--- src/design/assert_macros.svh ---
// Concurrent assertion wrappers, clocked on clk_i.
`ifndef ASSERT_MACROS_SVH
`define ASSERT_MACROS_SVH
`ifndef NO_ASSERTIONS
`define QRS_ASSERT(lbl, prop) lbl: assert property (@(posedge clk_i) disable iff (!rst_ni) \
  prop) else $error("qrs assertion failed");
`define QRS_ASSERT_RST(lbl, prop) lbl: assert property (@(posedge clk_i) prop) \
  else $error("qrs reset assertion failed");
`else
`define QRS_ASSERT(lbl, prop)
`define QRS_ASSERT_RST(lbl, prop)
`endif
`endif

--- src/design/qrs_pkg.sv ---
`default_nettype none
package qrs_pkg;
  localparam int unsigned OUT_WIDTH = 48;

  typedef enum logic [1:0] {
    CLS_NONE    = 2'd0,
    CLS_REPEAT  = 2'd1,
    CLS_REAL    = 2'd2,
    CLS_COMPLEX = 2'd3
  } root_class_e;
endpackage
`default_nettype wire

--- src/design/qrs_sqrt.sv ---
`default_nettype none
module qrs_sqrt #(
  parameter int unsigned RW     = 33,
  parameter int unsigned SIDE_W = 34
) (
  input  wire logic              clk_i,
  input  wire logic              rst_ni,
  input  wire logic              en_i,
  input  wire logic              valid_i,
  input  wire logic [2*RW-1:0]   rad_i,
  input  wire logic [SIDE_W-1:0] side_i,
  output logic                   valid_o,
  output logic [RW-1:0]          root_o,
  output logic [SIDE_W-1:0]      side_o
);
  import qrs_pkg::*;

  logic              val_s  [RW+1];
  logic [RW+1:0]     rem_s  [RW+1];
  logic [RW-1:0]     root_s [RW+1];
  logic [2*RW-1:0]   rad_s  [RW+1];
  logic [SIDE_W-1:0] side_s [RW+1];

  assign val_s[0]  = valid_i;
  assign rem_s[0]  = '0;
  assign root_s[0] = '0;
  assign rad_s[0]  = rad_i;
  assign side_s[0] = side_i;

  for (genvar k = 0; k < RW; k++) begin : g_stage
    logic [RW+1:0] remn, trial;
    logic          ge;

    always_comb begin
      remn  = {rem_s[k][RW-1:0], rad_s[k][2*RW-1 -: 2]};
      trial = {root_s[k], 2'b01};
      ge    = (remn >= trial);
    end

    always_ff @(posedge clk_i or negedge rst_ni) begin
      if (!rst_ni) begin
        val_s[k+1] <= 1'b0;
      end else if (en_i) begin
        val_s[k+1] <= val_s[k];
      end
    end

    always_ff @(posedge clk_i) begin
      if (en_i) begin
        rem_s[k+1]  <= ge ? (remn - trial) : remn;
        root_s[k+1] <= {root_s[k][RW-2:0], ge};
        rad_s[k+1]  <= {rad_s[k][2*RW-3:0], 2'b00};
        side_s[k+1] <= side_s[k];
      end
    end
  end

  assign valid_o = val_s[RW];
  assign root_o  = root_s[RW];
  assign side_o  = side_s[RW];
endmodule
`default_nettype wire

--- config.mk ---
export PLATFORM = sky130hd
export DESIGN_NAME = qrs_sqrt
export DESIGN_NICKNAME = d
export VERILOG_FILES = /design/src/design/assert_macros.svh /design/src/design/qrs_pkg.sv /design/src/design/qrs_sqrt.sv
export SDC_FILE = /design/constraint.sdc
export NUM_CORES = 2
export LEC_CHECK = 0
export BUFFER_PORTS_ARGS = -buffer_cell sky130_fd_sc_hd__buf_2
export CAP_MARGIN = 25
export CORE_MARGIN = 5
export CORE_UTILIZATION = 68
export DETAILED_ROUTE_END_ITERATION = 7
export PLACE_DENSITY_LB_ADDON = 0.25
export SLEW_MARGIN = 5
export SYNTH_ARGS = -nofsm -noshare
export SYNTH_HDL_FRONTEND = slang
export SYNTH_SLANG_ARGS = --single-unit
--- constraint.sdc ---
create_clock -name clk_i -period 9.9 [get_ports clk_i]
set_input_delay 0.495 -clock clk_i [delete_from_list [all_inputs] [get_ports clk_i]]
set_output_delay 0.495 -clock clk_i [all_outputs]
set_load 0.02 [all_outputs]
==> flow_summary_export.csv <==
group,metric,value,unit
critical_path,crit_type,"reg2reg",
detailed_routing,post-route-drc-count,2,
finish,nets,11850,
global_routing,antenna_found_initial,1,
power_and_ir_drop,p_leak,65.71,nW
detailed_routing,wl_per_cell,22.61,um
clock_tree,post_cts_buffers,0,
finish,filler_cell_count,12960,
synthesis,postSynth.asyncResetShare,0.8730,%
timing,worst_slew_margin_rel,15.14,%
detailed_routing,ant_nets,0,
power_and_ir_drop,total_power,42.09,mW
synthesis,synth_cell_type_count,85,
floorplan,dieArea,241800,um^2
global_routing,grt_pass1_vias,89120,
clock_tree,clk_latency,0.99,ns
finish,layout_commonest_cell,"edfxtp_1",
floorplan,ios,172,
timing,worst_pin_slew,1.273,ns
synthesis,syn_nets,11350,
power_and_ir_drop,irDropWorstVdd,0.2743,mV
timing,period_minus_slack,4.582,ns
detailed_routing,drt-initial-drc-count,8757,
synthesis,avgSynthCellArea,14.82,um^2
floorplan,core,230600,um^2
clock_tree,ctsHtreeMaxLevel,5,
timing,tns,0,ns
floorplan,die_h,491.7,um
global_routing,grt_max_degree,217,
global_routing,grt_usage,26.69,%
critical_path,arrival,5.22,ns
synthesis,synth_area,157800,um^2
synthesis,yosysSeqAreaShare,71.83,%
status,violations,"design-rule violations",
synthesis,ys_ff_latch,3780,
detailed_routing,first_pass_iters,8,
clock_tree,cts_tree,"yes",
detailed_routing,vias_per_cell,6.126,
timing,setup_viol,0,
critical_path,worstPathMaxFanout,32,
finish,drive_gt1_share,9.183,%
finish,design_area,175300,um^2
clock_tree,cts-root-buf,"clkbuf_16",
synthesis,syn_inst,10650,
clock_tree,cts_buffers,376,
timing,fmax,218.3,MHz
power_and_ir_drop,p_sw_share,26.71,%
critical_path,required,10.54,ns
global_routing,grt_first_pass_wirelength,508500,um
floorplan,die_w,491.7,um
detailed_routing,totalWireLength,327000,um
timing,drv_slew,0,
clock_tree,clock_sinks,3780,
power_and_ir_drop,power.share.clock,33.1,%
finish,area_growth,11.10,%
power_and_ir_drop,comb_power_share,17.1,%
power_and_ir_drop,p_int,30.85,mW
placement,gp_congestion,0.9206,
placement,numPortBuffers,171,
synthesis,synth_flop_cell,"edfxtp_1",
clock_tree,clockBufferDepth,4,
timing,finalCritPeriodShare,46.28,%
synthesis,ys_warn_count,0,
critical_path,worstSetupStartpointType,"flop",
floorplan,rows,176,
clock_tree,path_clk_slew,0.07,ns
timing,hold_viol_final,0,
finish,final_cell_mix,"3747 x edfxtp_1, 733 x inv_1, 609 x nand2_1, 595 x ha_1, 560 x nor2_1",
floorplan,start_util,68.44,%
timing,skew,0.1008,ns
critical_path,endpoint_kind,"flop",
power_and_ir_drop,power_switching,11.24,mW
flow_run,drv_cap,0,
power_and_ir_drop,power.density,240.1,nW/um^2
placement,placed_area,162200,um^2
global_routing,globalRouteOverflowTotal,0,
status,status,"finished with violations",
detailed_routing,vias,88600,
placement,dp_hpwl,201600,um
power_and_ir_drop,p_seq_share,49.8,%
min_path,hold_path.class,"in2reg",
timing,rsz0062_at_grt,"no",
synthesis,synth_edf_count,3747,
[routing by layer]
| layer | GRT usage (%) | vias up | routed length, um |
|---|---|---|---|
| met5 | 0 | - | 244 |
| met4 | 10.22 | 2 | 13920 |
| met3 | 3.466 | 895 | 17950 |
| met2 | 46.99 | 3514 | 168200 |
| met1 | 34.12 | 43300 | 126700 |
| li1 | - | 40890 | - |
[Yosys cell counts, drive strengths merged, types with 199 or more instances]
cell type  count  area (um^2)
xnor2        444         3889
xor2         363         3179
a21oi        548         2743
nor3         240         1211
mux2         199         2241
o21ai        473         2367
nor2         561         2106
edfxtp      3747       112500
nand2        610         2290
a21o         254         1907
ha           595         7445
inv          734         2755
[cell type report]
| type | instances | area, um^2 | area share [%] |
|---|---|---|---|
| flip-flops and latches | 3780 | 113300 | 64.65 |
| multi-input cells | 5912 | 40820 | 23.29 |
| clock buffers | 444 | 9686 | 5.525 |
| well taps | 3026 | 3786 | 2.160 |
| inverters | 735 | 2759 | 1.574 |
| repair buffers | 348 | 2756 | 1.572 |
| clock inverters | 215 | 2156 | 1.230 |
| diodes | 2 | 5.005 | 0.002855 |
[sequential cells by signal (all words and copies together) (netlist names)]
name,count
valid_o,1
rad_s,992
root_o,33
g_stage.remn,1072
side_o,34
val_s,32
side_s,1088
g_stage.trial,528
[cell families after synthesis]
kind of cell	Yosys count	synth area share, %
compound gates	1881	7.474
mux	226	1.591
fa+ha+maj	595	4.718
other cells	1	0.002376
flops	3780	71.83
buf+inv	954	2.358
xor+xnor	807	4.479
simple gates	2402	7.550
[worst max-delay path, stage by stage, from the launching register on]
cell      delay, ns
edfxtp_1       0.39
ha_1           0.39
a211oi_1       0.30
nor2_1         0.11
o31ai_1        0.45
o22ai_1        0.22
o311ai_0       0.58
a211oi_1       0.20
o31ai_1        0.46
nand2_2        0.65
mux2_2         0.50
[power groups by stage]
stage          Sequential [mW]  Clock [mW]  Combinational [mW]
2_1_floorplan             20.7           0                5.21
3_3_place_gp              21.2           0                6.83
3_5_place_dp              21.2           0                6.97
4_1_cts                   21.0        14.1                7.12
5_1_grt                   21.1        14.9                7.95
6_report                  21.0        13.9                7.19
[per-stage QoR]
stage                     std cells  worst slack [ns]  utilization (%)  hold slack (ns)
after floorplan               10650             6.441                -           0.1994
after global placement        13690             5.384            70.35           0.4001
after global routing          14460             4.867            76.04          0.06336
final                         14460             5.318            76.04          0.07759
after CTS                     14450             5.292            75.94          0.04853
after detailed placement      13690             5.434            70.35           0.4045
[worst paths after layout]
check / startpoint / to / slack (ns) / cells past startpoint
min in group asynchronous: rst_ni / val_s[11] / 0.10 / 2
worst min register to register: rad_s[2089] / rad_s[2025] / 0.36 / 0
worst max register to register: g_stage[30].remn[6] / g_stage[31].remn[13] / 5.32 / 10
worst min-delay path: en_i / rad_s[1693] / 0.08 / 1
max in group asynchronous: rst_ni / val_s[23] / 9.35 / 2
worst max-delay path: g_stage[30].remn[6] / g_stage[31].remn[13] / 5.32 / 10
[what timing repair did]
| item | CTS | global route |
|---|---|---|
| gates resized for setup | 0 | 0 |
| endpoints found under the hold margin | 135 | 0 |
| hold buffers | 103 | 0 |
(Power assumes the default switching activity.)
